## config.mk

```make
export PLATFORM = sky130hd
export DESIGN_NAME = serial_addressed_rgb_pwm_controller
export DESIGN_NICKNAME = d
export VERILOG_FILES = /design/src/hw/rtl/sarpc_pkg.sv /design/src/hw/rtl/sarpc_engine.sv /design/src/hw/rtl/serial_addressed_rgb_pwm_controller.sv
export SDC_FILE = /design/constraint.sdc
export NUM_CORES = 1
export LEC_CHECK = 0
export BUFFER_PORTS_ARGS = -buffer_cell sky130_fd_sc_hd__buf_2
export CAP_MARGIN = 20
export CORE_MARGIN = 2
export CORE_UTILIZATION = 64
export DETAILED_ROUTE_END_ITERATION = 10
export HOLD_SLACK_MARGIN = 0.1
export PLACE_DENSITY = 0.8
export RECOVER_POWER = 100
export SLEW_MARGIN = 10
export SYNTH_ARGS = -nofsm -noshare
export SYNTH_HDL_FRONTEND = slang
export SYNTH_SLANG_ARGS = --single-unit
```

## constraint.sdc

```tcl
create_clock -name clk -period 7.7 [get_ports clk]
set_input_delay 1.155 -clock clk [delete_from_list [all_inputs] [get_ports clk]]
set_output_delay 1.155 -clock clk [all_outputs]
set_load 0.05 [all_outputs]
```

## src/hw/rtl/sarpc_pkg.sv

```systemverilog
package sarpc_pkg;

    // Number of LED channels: four RGB LEDs, three channels each.
    localparam int NUM_CH = 12;
    // Longest command is fourteen bytes; the last one is never stored.
    localparam int CMD_DEPTH = 13;
    localparam int CMD_IDX_W = $clog2(CMD_DEPTH);
    localparam int PWM_PERIOD = 64;
    localparam int PHASE_W = $clog2(PWM_PERIOD);
    localparam logic [7:0] BROADCAST_ADDR = 8'd255;
    localparam logic [7:0] DUTY_RESET = 8'd1;

    // Command codes, taken from the high nibble of a command's first byte.
    typedef enum logic [3:0] {
        CMD_SET_EXP     = 4'd1,
        CMD_SET_EXP_RGB = 4'd2,
        CMD_SAVE        = 4'd3,
        CMD_LOAD        = 4'd4,
        CMD_GET_ADDR    = 4'd5,
        CMD_SET_ADDR    = 4'd6,
        CMD_SELF_TEST   = 4'd7,
        CMD_SET_RAW     = 4'd8,
        CMD_SET_RAW_RGB = 4'd9
    } cmd_t;

    typedef struct packed {
        logic       action;
        logic [7:0] rx_byte;
    } in_item_t;

    typedef struct packed {
        logic              echo_valid;
        logic [7:0]        echo_byte;
        logic              reply_valid;
        logic [7:0]        reply_byte;
        logic [NUM_CH-1:0] led_levels;
    } out_item_t;

    // Total command length in bytes, including the trailing address byte.
    function automatic logic [3:0] cmd_length(input logic [3:0] code);
        logic [3:0] len;
        begin
            case (cmd_t'(code))
                CMD_SET_EXP:     len = 4'd8;
                CMD_SET_EXP_RGB: len = 4'd3;
                CMD_SAVE:        len = 4'd2;
                CMD_LOAD:        len = 4'd2;
                CMD_GET_ADDR:    len = 4'd2;
                CMD_SET_ADDR:    len = 4'd3;
                CMD_SELF_TEST:   len = 4'd2;
                CMD_SET_RAW:     len = 4'd14;
                CMD_SET_RAW_RGB: len = 4'd5;
                default:         len = 4'd1;
            endcase
            return len;
        end
    endfunction

    // Roughly exponential brightness curve for 4-bit intensity codes.
    function automatic logic [7:0] exp_level(input logic [3:0] code);
        logic [7:0] lvl;
        begin
            case (code)
                4'd0:    lvl = 8'd0;
                4'd1:    lvl = 8'd1;
                4'd2:    lvl = 8'd2;
                4'd3:    lvl = 8'd3;
                4'd4:    lvl = 8'd5;
                4'd5:    lvl = 8'd7;
                4'd6:    lvl = 8'd10;
                4'd7:    lvl = 8'd13;
                4'd8:    lvl = 8'd17;
                4'd9:    lvl = 8'd22;
                4'd10:   lvl = 8'd27;
                4'd11:   lvl = 8'd33;
                4'd12:   lvl = 8'd39;
                4'd13:   lvl = 8'd47;
                4'd14:   lvl = 8'd55;
                default: lvl = 8'd64;
            endcase
            return lvl;
        end
    endfunction

endpackage

```

## src/hw/rtl/sarpc_engine.sv

```systemverilog
module sarpc_engine (
    input  logic                clk,
    input  logic                rst_n,
    input  logic                fire,
    input  sarpc_pkg::in_item_t item,
    output sarpc_pkg::out_item_t result
);
    import sarpc_pkg::*;

    logic [7:0]         duty_reg  [NUM_CH];
    logic [7:0]         duty_next [NUM_CH];
    logic [7:0]         saved_reg  [NUM_CH];
    logic [7:0]         saved_next [NUM_CH];
    logic [7:0]         cmd_reg  [CMD_DEPTH];
    logic [7:0]         cmd_next [CMD_DEPTH];
    logic [7:0]         node_addr_reg;
    logic [7:0]         node_addr_next;
    logic [PHASE_W-1:0] phase_reg;
    logic [PHASE_W-1:0] phase_next;
    logic [3:0]         pos_reg;
    logic [3:0]         pos_next;
    logic [NUM_CH-1:0]  pins_reg;
    logic [NUM_CH-1:0]  pins_next;

    logic [3:0] pos;
    logic [7:0] first_byte;
    logic [3:0] len;
    logic       is_last;
    logic       run_cmd;
    logic       hit;
    logic       reply;

    // A corrupt position restarts the parser at the command byte.
    assign pos        = (pos_reg >= 4'd14) ? 4'd0 : pos_reg;
    assign first_byte = (pos == 4'd0) ? item.rx_byte : cmd_reg[0];
    assign len        = cmd_length(first_byte[7:4]);
    assign is_last    = ({1'b0, pos} + 5'd1) >= {1'b0, len};
    assign run_cmd    = is_last && (len != 4'd1);
    assign hit        = (item.rx_byte == BROADCAST_ADDR) || (item.rx_byte == node_addr_reg);

    always_comb
    begin
        duty_next      = duty_reg;
        saved_next     = saved_reg;
        cmd_next       = cmd_reg;
        node_addr_next = node_addr_reg;
        phase_next     = phase_reg;
        pos_next       = pos_reg;
        pins_next      = pins_reg;
        reply          = 1'b0;
        if (fire)
        begin
            if (item.action)
            begin
                for (int i = 0; i < NUM_CH; i++)
                begin
                    pins_next[i] = duty_reg[i] > {{(8-PHASE_W){1'b0}}, phase_reg};
                end
                if (phase_reg == PHASE_W'(PWM_PERIOD - 1))
                begin
                    phase_next = '0;
                end
                else
                begin
                    phase_next = phase_reg + PHASE_W'(1);
                end
            end
            else
            begin
                if (!run_cmd)
                begin
                    cmd_next[pos[CMD_IDX_W-1:0]] = item.rx_byte;
                end
                pos_next = is_last ? 4'd0 : pos + 4'd1;
                if (run_cmd && hit)
                begin
                    case (cmd_t'(cmd_reg[0][7:4]))
                        CMD_SET_EXP:
                        begin
                            for (int i = 0; i < 6; i++)
                            begin
                                duty_next[2*i]   = exp_level(cmd_reg[i+1][7:4]);
                                duty_next[2*i+1] = exp_level(cmd_reg[i+1][3:0]);
                            end
                        end
                        CMD_SET_EXP_RGB:
                        begin
                            for (int k = 0; k < 4; k++)
                            begin
                                duty_next[3*k]   = exp_level(cmd_reg[0][3:0]);
                                duty_next[3*k+1] = exp_level(cmd_reg[1][7:4]);
                                duty_next[3*k+2] = exp_level(cmd_reg[1][3:0]);
                            end
                        end
                        CMD_SAVE:
                        begin
                            saved_next = duty_reg;
                        end
                        CMD_LOAD:
                        begin
                            duty_next = saved_reg;
                        end
                        CMD_GET_ADDR:
                        begin
                            reply = 1'b1;
                        end
                        CMD_SET_ADDR:
                        begin
                            if (node_addr_reg == 8'd0)
                            begin
                                node_addr_next = cmd_reg[1];
                            end
                        end
                        CMD_SET_RAW:
                        begin
                            for (int i = 0; i < NUM_CH; i++)
                            begin
                                duty_next[i] = cmd_reg[i+1];
                            end
                        end
                        CMD_SET_RAW_RGB:
                        begin
                            for (int k = 0; k < 4; k++)
                            begin
                                duty_next[3*k]   = cmd_reg[1];
                                duty_next[3*k+1] = cmd_reg[2];
                                duty_next[3*k+2] = cmd_reg[3];
                            end
                        end
                        default:
                        begin
                        end
                    endcase
                end
            end
        end
    end

    always_comb
    begin
        result.echo_valid  = !item.action;
        result.echo_byte   = item.action ? 8'd0 : item.rx_byte;
        result.reply_valid = reply;
        result.reply_byte  = reply ? node_addr_reg : 8'd0;
        result.led_levels  = pins_next;
    end

    always_ff @(posedge clk or negedge rst_n)
    begin
        if (!rst_n)
        begin
            for (int i = 0; i < NUM_CH; i++)
            begin
                duty_reg[i]  <= DUTY_RESET;
                saved_reg[i] <= DUTY_RESET;
            end
            node_addr_reg <= 8'd0;
            phase_reg     <= '0;
            pos_reg       <= 4'd0;
            pins_reg      <= '0;
        end
        else
        begin
            duty_reg      <= duty_next;
            saved_reg     <= saved_next;
            node_addr_reg <= node_addr_next;
            phase_reg     <= phase_next;
            pos_reg       <= pos_next;
            pins_reg      <= pins_next;
        end
    end

    // Command byte storage needs no reset: each entry is written before use.
    always_ff @(posedge clk)
    begin
        cmd_reg <= cmd_next;
    end

endmodule

```

## src/hw/rtl/serial_addressed_rgb_pwm_controller.sv

```systemverilog
// Twelve-channel RGB PWM controller driven by serial bytes. Each item is
// either a received byte or a PWM timer tick, and every item yields exactly
// one result item. Bytes are echoed and parsed as addressed commands; a
// get-address command aimed at this node also returns the node address.
// A tick updates the twelve LED levels and advances the PWM phase, which
// counts through 64 steps. The block takes one item per clock cycle unless
// the result side stalls; each item is held in the input register and its
// result is then taken into the result register. The parser and duty
// update are a single pass of logic between those two registers, and the
// result register holds a stalled result while the next item already
// waits in the input register.
module serial_addressed_rgb_pwm_controller (
    input  logic                 clk,
    input  logic                 rst_n,
    input  logic                 item_valid,
    output logic                 item_stall,
    input  sarpc_pkg::in_item_t  item_data,
    output logic                 result_valid,
    input  logic                 result_stall,
    output sarpc_pkg::out_item_t result_data
);
    import sarpc_pkg::*;

    logic      in_valid_reg;
    logic      in_valid_next;
    in_item_t  in_item_reg;
    logic      out_valid_reg;
    logic      out_valid_next;
    out_item_t out_item_reg;
    out_item_t engine_result;
    logic      advance;
    logic      accept;

    // The held item moves on whenever the result register is free or is
    // being emptied in this cycle.
    assign advance    = in_valid_reg && (!out_valid_reg || !result_stall);
    assign item_stall = in_valid_reg && !advance;
    assign accept     = item_valid && !item_stall;

    sarpc_engine u_engine (
        .clk    (clk),
        .rst_n  (rst_n),
        .fire   (advance),
        .item   (in_item_reg),
        .result (engine_result)
    );

    always_comb
    begin
        if (accept)
        begin
            in_valid_next = 1'b1;
        end
        else if (advance)
        begin
            in_valid_next = 1'b0;
        end
        else
        begin
            in_valid_next = in_valid_reg;
        end

        if (advance)
        begin
            out_valid_next = 1'b1;
        end
        else if (!result_stall)
        begin
            out_valid_next = 1'b0;
        end
        else
        begin
            out_valid_next = out_valid_reg;
        end
    end

    always_ff @(posedge clk or negedge rst_n)
    begin
        if (!rst_n)
        begin
            in_valid_reg  <= 1'b0;
            out_valid_reg <= 1'b0;
        end
        else
        begin
            in_valid_reg  <= in_valid_next;
            out_valid_reg <= out_valid_next;
        end
    end

    always_ff @(posedge clk)
    begin
        if (accept)
        begin
            in_item_reg <= item_data;
        end
        if (advance)
        begin
            out_item_reg <= engine_result;
        end
    end

    assign result_valid = out_valid_reg;
    assign result_data  = out_item_reg;

endmodule

```

==> impl_metrics.ini, run 1 <==
[run_status]
status = complete, but fails checks
violations = capacitance limit, slew limit

[critical_path]
endpoint = u_engine.duty_reg[24]
r2r_cells = 18
cp-start-kind = flop
path_buf_inv = 4
arrival_ps = 7060
path_class = reg -> reg
r2r_end = u_engine.duty_reg[24]
crit_family = compound AO/OA/AOI/OAI gates
slowest_stage = clkbuf_1
critPathCaptureType = flop
reg2reg_slack_ps = 1140
crit_start = in_item_reg[7]
cp_data_required_time_ps = 8200
crit_fanout = 84
path_depth = 18
reg2reg_from = in_item_reg[7]
worstPathCellList = clkbuf_1 -> and3b_1 -> o21ai_0 -> o221ai_1 -> clkbuf_4 -> nor3_1 -> a21oi_1 -> ha_1 -> nand2b_1 -> a21oi_1 -> o21ai_0 -> o2111ai_1 -> a2111oi_0 -> buf_4 -> a21o_4 -> buf_4 -> nor2_1 -> a41oi_1
max_stage_delay_ps = 1360

[clock_network]
htreeDepth = 2
cts.path.max_buffers = 3
cts-root-buf = clkbuf_16
insertion_delay_ps = 600
cts_hold_buf = 0
cts_inserted_buffers = 48
cts.sinks = 458
cts.repair.resized = 0
path_clk_slew_ps = 60
cts_setup_buffers = 0
cts_tree = done

[sta]
setup_tns_ps = 0
maxSlewViolCount = 426
fin_crit_sh_pct = 85.2
timing.hold.ws_ps = 442
tightest_slew_ps = 4340
fmax_mhz = 152
relSlewSlack_pct = -189
period_needed_ps = 6560
setup_viol = 0
clock-skew-final_ps = 18.1
hold_viol_final = 0
rsz0062_at_grt = no

[pwr]
power_switching_share_pct = 42.2
ir_drop_uv = 315
switching_power_mw = 4.62
p_per_area_nw_per_um2 = 421
p_clk_share_pct = 22.2
p_total_mw = 11.0
combPwrFrac_pct = 44.2
p_leak_nw = 11.0
intPower_mw = 6.34
pwr-share-seq_pct = 33.6

[routing]
drc = 0
drt_iter0_markers = 2208
drt-wirelength-per-cell_microns = 24.2
first_pass_iters = 6
avgViaCountPerCell = 6.67
postRouteAntennaNets = 0
routed_wirelength_microns = 67600
num_vias = 18649

[synthesis]
synth_nets = 2426
yosysWarnings = 0
syn_inst = 2258
synthDistinctLibCells = 71
synth-async-reset-ratio_pct = 48.9
synth_area_per_cell_sq_um = 10.7
netlist_area_sq_um = 24100
synth-edff-count = 143
ys_seq_area_share_pct = 48.8
synth_seq_cells = 458
synth_ff_type = dfrtp_1

[global_route]
grt_pass1_wl_microns = 105000
antenna_found_initial = 1
grt_pass1_vias = 18211
grt_max_degree = 85
grt_overflow = 0
grt_usage_pct = 35.1

[floorplanning]
die_area_sq_um = 39200
top_level_ports = 45
core_sq_um = 37400
die_h_microns = 198
num_rows = 71
initial_core_util_pct = 64.4
die_w_microns = 198

[layout]
drive_above_1_share_pct = 11.0
fin_nets = 2414
n_antenna_cell = 0
area_growth_pct = 8.19
utilization_pct = 69.7

[placed_design]
place_congestion = 0.931
dp_hpwl_microns = 42600
portBuffers = 44

[flow_run]
drv_cap = 12

[worst_hold_path]
hp-class = reg -> reg
-- synth_stat cells (22+ instances only) --
library cell | count | area, sq um
mux2i_1 | 91 | 911
a22oi_1 | 96 | 721
dfrtp_1 | 200 | 5000
a31oi_1 | 44 | 275
nor3_1 | 46 | 230
edfxtp_1 | 143 | 4290
a21oi_1 | 81 | 405
nand2b_1 | 23 | 144
buf_2 | 40 | 200
mux2_4 | 40 | 601
nand2_1 | 196 | 736
clkbuf_1 | 86 | 323
mux2_2 | 93 | 1050
o22ai_1 | 32 | 200
nor2b_1 | 34 | 213
a41oi_1 | 61 | 534
dfstp_2 | 24 | 631
inv_1 | 107 | 402
dfxtp_1 | 91 | 1820
xnor2_1 | 22 | 193
o21ai_0 | 103 | 515
ha_1 | 155 | 1940
nor2_1 | 180 | 676
-- kinds of logic (layout without fill, tap and decap cells) --
family / count (synthesis) / after routing / synth area share [%]
AOI/OAI and AO/OA: 566 / 566 / 16.2
xor gates and xnor gates: 27 / 27 / 0.982
muxes: 225 / 225 / 10.7
buffers and inverters: 254 / 281 / 4.42
DFF: 458 / 458 / 48.8
and+or+nand+nor: 573 / 573 / 10.9
adders and majority gates: 155 / 155 / 8.05
-- placed cells by master, fill, tap and decap left out, drive strengths merged, types with 16 or more instances in the layout --
| cell | netlist | final |
|---|---|---|
| dfrtp | 200 | 200 |
| nand2 | 196 | 196 |
| nor2 | 180 | 180 |
| ha | 155 | 155 |
| edfxtp | 143 | 143 |
| mux2 | 133 | 133 |
| o21ai | 115 | 115 |
| clkbuf | 87 | 112 |
| inv | 108 | 109 |
| a22oi | 97 | 97 |
| mux2i | 92 | 92 |
| dfxtp | 91 | 91 |
| a21oi | 82 | 82 |
| a41oi | 61 | 61 |
| nor3 | 47 | 47 |
| a31oi | 44 | 44 |
| buf | 59 | 35 |
| nor2b | 34 | 34 |
| o22ai | 32 | 32 |
| dfstp | 24 | 24 |
| nand2b | 23 | 23 |
| xnor2 | 22 | 22 |
| a222oi | 21 | 21 |
| a211oi | 19 | 19 |
| nand4 | 19 | 19 |
| clkinv | 0 | 16 |
-- worst reg2reg max path: stages, from the launching register on --
cell       delay [ps]
edfxtp_1          320
clkbuf_1         1360
and3b_1           310
o21ai_0           220
o221ai_1          240
clkbuf_4          320
nor3_1            240
a21oi_1            80
ha_1              270
nand2b_1           90
a21oi_1            70
o21ai_0           250
o2111ai_1         190
a2111oi_0         710
buf_4             390
a21o_4            710
buf_4             420
nor2_1             70
a41oi_1           210
-- power by group through the flow --
stage / Combinational [mW] / Sequential, mW / Clock [mW]
final: 4.84 / 3.69 / 2.43
after global routing: 5.34 / 3.73 / 2.55
after CTS: 4.78 / 3.66 / 2.44
after detailed placement: 4.73 / 3.70 / 0
after global placement: 4.55 / 3.69 / 0
after floorplan: 3.66 / 3.43 / 0
-- routing by layer --
| layer | track usage, % | vias to the layer above | routed length, microns |
|---|---|---|---|
| met5 | 0 | - | 13 |
| met4 | 15.1 | 2 | 3020 |
| met3 | 7.39 | 219 | 6580 |
| met1 | 47.8 | 9131 | 27300 |
| met2 | 54.6 | 1038 | 30600 |
| li1 | - | 8259 | - |
-- cell type report --
cell class	count	area, sq um
clock inverter	26	302
timing repair buffer	84	475
multi-input combinational	1546	11100
fill	2714	11300
sequential	458	11800
tap	511	639
clock buffer	63	1340
inverter	108	410
-- metrics by stage --
stage	area [sq um]	cells	setup slack [ps]
6_report	26100	2796	1140
5_1_grt	26100	2796	819
4_1_cts	26300	2794	1750
3_5_place_dp	24700	2705	1750
3_3_place_gp	24700	2705	1950
2_1_floorplan	24100	2258	2210
-- how the worst min path moves through the flow --
stage	to	from	depth (start not counted)
final	u_engine.duty_reg[72]	flop	2
after global routing	u_engine.duty_reg[72]	flop	2
after CTS	u_engine.duty_reg[72]	flop	2
after detailed placement	u_engine.duty_reg[72]	flop	2
after global placement	u_engine.duty_reg[72]	flop	2
after floorplan	u_engine.duty_reg[72]	flop	2
Note: power is estimated with default switching activity, not from simulation.
==> inputs of run 2 (changes only) <==
GPL_TIMING_DRIVEN = 0   (was not set)
==> impl_metrics.ini, run 2 (same netlist as run 1, synthesis figures left out) <==
[run_status]
status = complete, but fails checks
violations = capacitance limit, slew limit

[layout]
fin_nets = 2530
layout_commonest_cell = dfrtp_1
final_cell_mix = 200 x dfrtp_1, 196 x nand2_1, 180 x nor2_1
final-instance-count-excl-fill = 2919
area_growth_pct = 10.2
drive_above_1_share_pct = 10.8

[placed_design]
place_ws_ps = 929
portBuffers = 44
dp_hpwl_microns = 55600
dp.cells = 2822
place_congestion = 1.04

[floorplanning]
initial_core_util_pct = 64.4
core_sq_um = 37400
die_w_microns = 198
die_h_microns = 198
top_level_ports = 45
num_rows = 71
die_area_sq_um = 39200

[pwr]
switching_power_mw = 5.06
p_per_area_nw_per_um2 = 435
intPower_mw = 6.48
pwr-share-seq_pct = 30.5
combPwrFrac_pct = 47.6
p_leak_nw = 11.2
ir_drop_uv = 325
p_clk_share_pct = 21.9
power_switching_share_pct = 43.9

[critical_path]
cp_data_required_time_ps = 7910
endpoint = u_engine.cmd_reg[16]
arrival_ps = 7620
path_class = reg -> reg
critPathCaptureType = flop
cp-start-kind = flop
r2r_cells = 19
reg2reg_slack_ps = 290
crit_start = in_item_reg[7]
crit_fanout = 10
r2r_end = u_engine.cmd_reg[16]
reg2reg_from = in_item_reg[7]

[global_route]
grt_usage_pct = 41.1
grt_pass1_wl_microns = 118000
antenna_found_initial = 5
grt_max_degree = 92
grt_overflow = 0
grt_pass1_vias = 19447

[sta]
rsz0062_at_grt = no
fin_crit_sh_pct = 96.2
maxSlewViolCount = 183
fmax_mhz = 135
hold_viol_final = 0
period_needed_ps = 7410
relSlewSlack_pct = -145
setup_slack_ps = 290
clock-skew-final_ps = 21.0
tightest_slew_ps = 3670
setup_viol = 0

[clock_network]
cts_hold_buf = 0
cts_setup_buffers = 0
cts_inserted_buffers = 49
path_clk_slew_ps = 60
cts.path.max_buffers = 3
cts_tree = done
cts.repair.resized = 0
insertion_delay_ps = 600
htreeDepth = 2
cts.sinks = 458
cts-root-buf = clkbuf_16

[routing]
first_pass_iters = 9
routed_wirelength_microns = 79500
wl_met3_microns = 9870
avgViaCountPerCell = 6.83
drt-wirelength-per-cell_microns = 27.2
met2_length_microns = 34100
num_vias = 19944
postRouteAntennaNets = 0
top_layer = met5
drt_iter0_markers = 2128
drc = 0
wl_met1_microns = 29000

[flow_run]
drv_cap = 6

[worst_hold_path]
hp-class = reg -> reg
-- run 2: changes by cell type in the layout (fill, tap and decap cells not counted), moves of 3 or more --
cell       change
mux2_1         -4
nor2_1         +3
buf_12         -4
clkbuf_1     +106
and2_0         +3
clkbuf_16      +5
clkbuf_8       +3
mux2_4         +4
diode_2        +5
buf_4         -13
buf_2         +24
-- run 2: area by class of cell --
type	instances	area (sq um)
inverters	108	405
fillers	2764	10900
diodes	5	12.5
repair buffers	53	260
flip-flops and latches	458	11800
plain buffers	146	608
clock inverters	18	228
multi-input cells	1546	11100
well taps	511	639
clock buffers	74	1520
-- run 2: worst min-delay path by stage --
stage / startpoint / to / slack [ps] / depth (start not counted)
2_1_floorplan: flop / u_engine.duty_reg[72] / 400 / 2
3_3_place_gp: flop / u_engine.duty_reg[56] / 440 / 2
3_5_place_dp: flop / u_engine.duty_reg[75] / 440 / 2
4_1_cts: flop / u_engine.duty_reg[0] / 450 / 2
5_1_grt: flop / u_engine.duty_reg[76] / 480 / 2
6_report: flop / u_engine.duty_reg[0] / 450 / 2
-- run 2: per-stage QoR --
step | hold WS [ps] | utilization (%) | TNS (ps) | total power, mW | instance area, sq um
after floorplan | 397 | - | 0 | 7.10 | 24100
after global placement | 439 | 66.7 | -4510 | 8.56 | 24900
after detailed placement | 444 | 67.2 | 0 | 8.80 | 25100
after CTS | 449 | 71.9 | 0 | 11.4 | 26900
after global routing | 476 | 71.0 | 0 | 12.1 | 26500
final | 454 | 71.0 | 0 | 11.5 | 26500
-- run 2: per-layer routing --
layer / global-route usage [%] / vias up
li1: - / 8520
met5: 0 / -
met2: 60.7 / 1444
met4: 30.3 / 2
met1: 51.7 / 9585
met3: 11.6 / 393
-- run 2: critical path, stage by stage, from the launching register on --
cell,delay [ps]
edfxtp_1,650
clkbuf_1,820
and3b_1,260
o21ai_0,130
o221ai_1,210
clkbuf_1,350
nor3_1,320
a21oi_1,80
ha_1,300
nand2b_1,140
a21oi_1,200
o211ai_1,170
o31ai_1,320
nor2_1,230
clkinv_1,160
buf_4,270
buf_2,410
clkbuf_1,640
nand3b_1,380
nor2_1,940
-- run 2: power groups by stage --
| stage | logic, mW | clock network, mW | registers, mW |
|---|---|---|---|
| after floorplan | 3.66 | 0 | 3.43 |
| after global placement | 5.03 | 0 | 3.53 |
| after detailed placement | 5.27 | 0 | 3.54 |
| after CTS | 5.34 | 2.53 | 3.49 |
| after global routing | 5.89 | 2.63 | 3.55 |
| final | 5.49 | 2.53 | 3.52 |
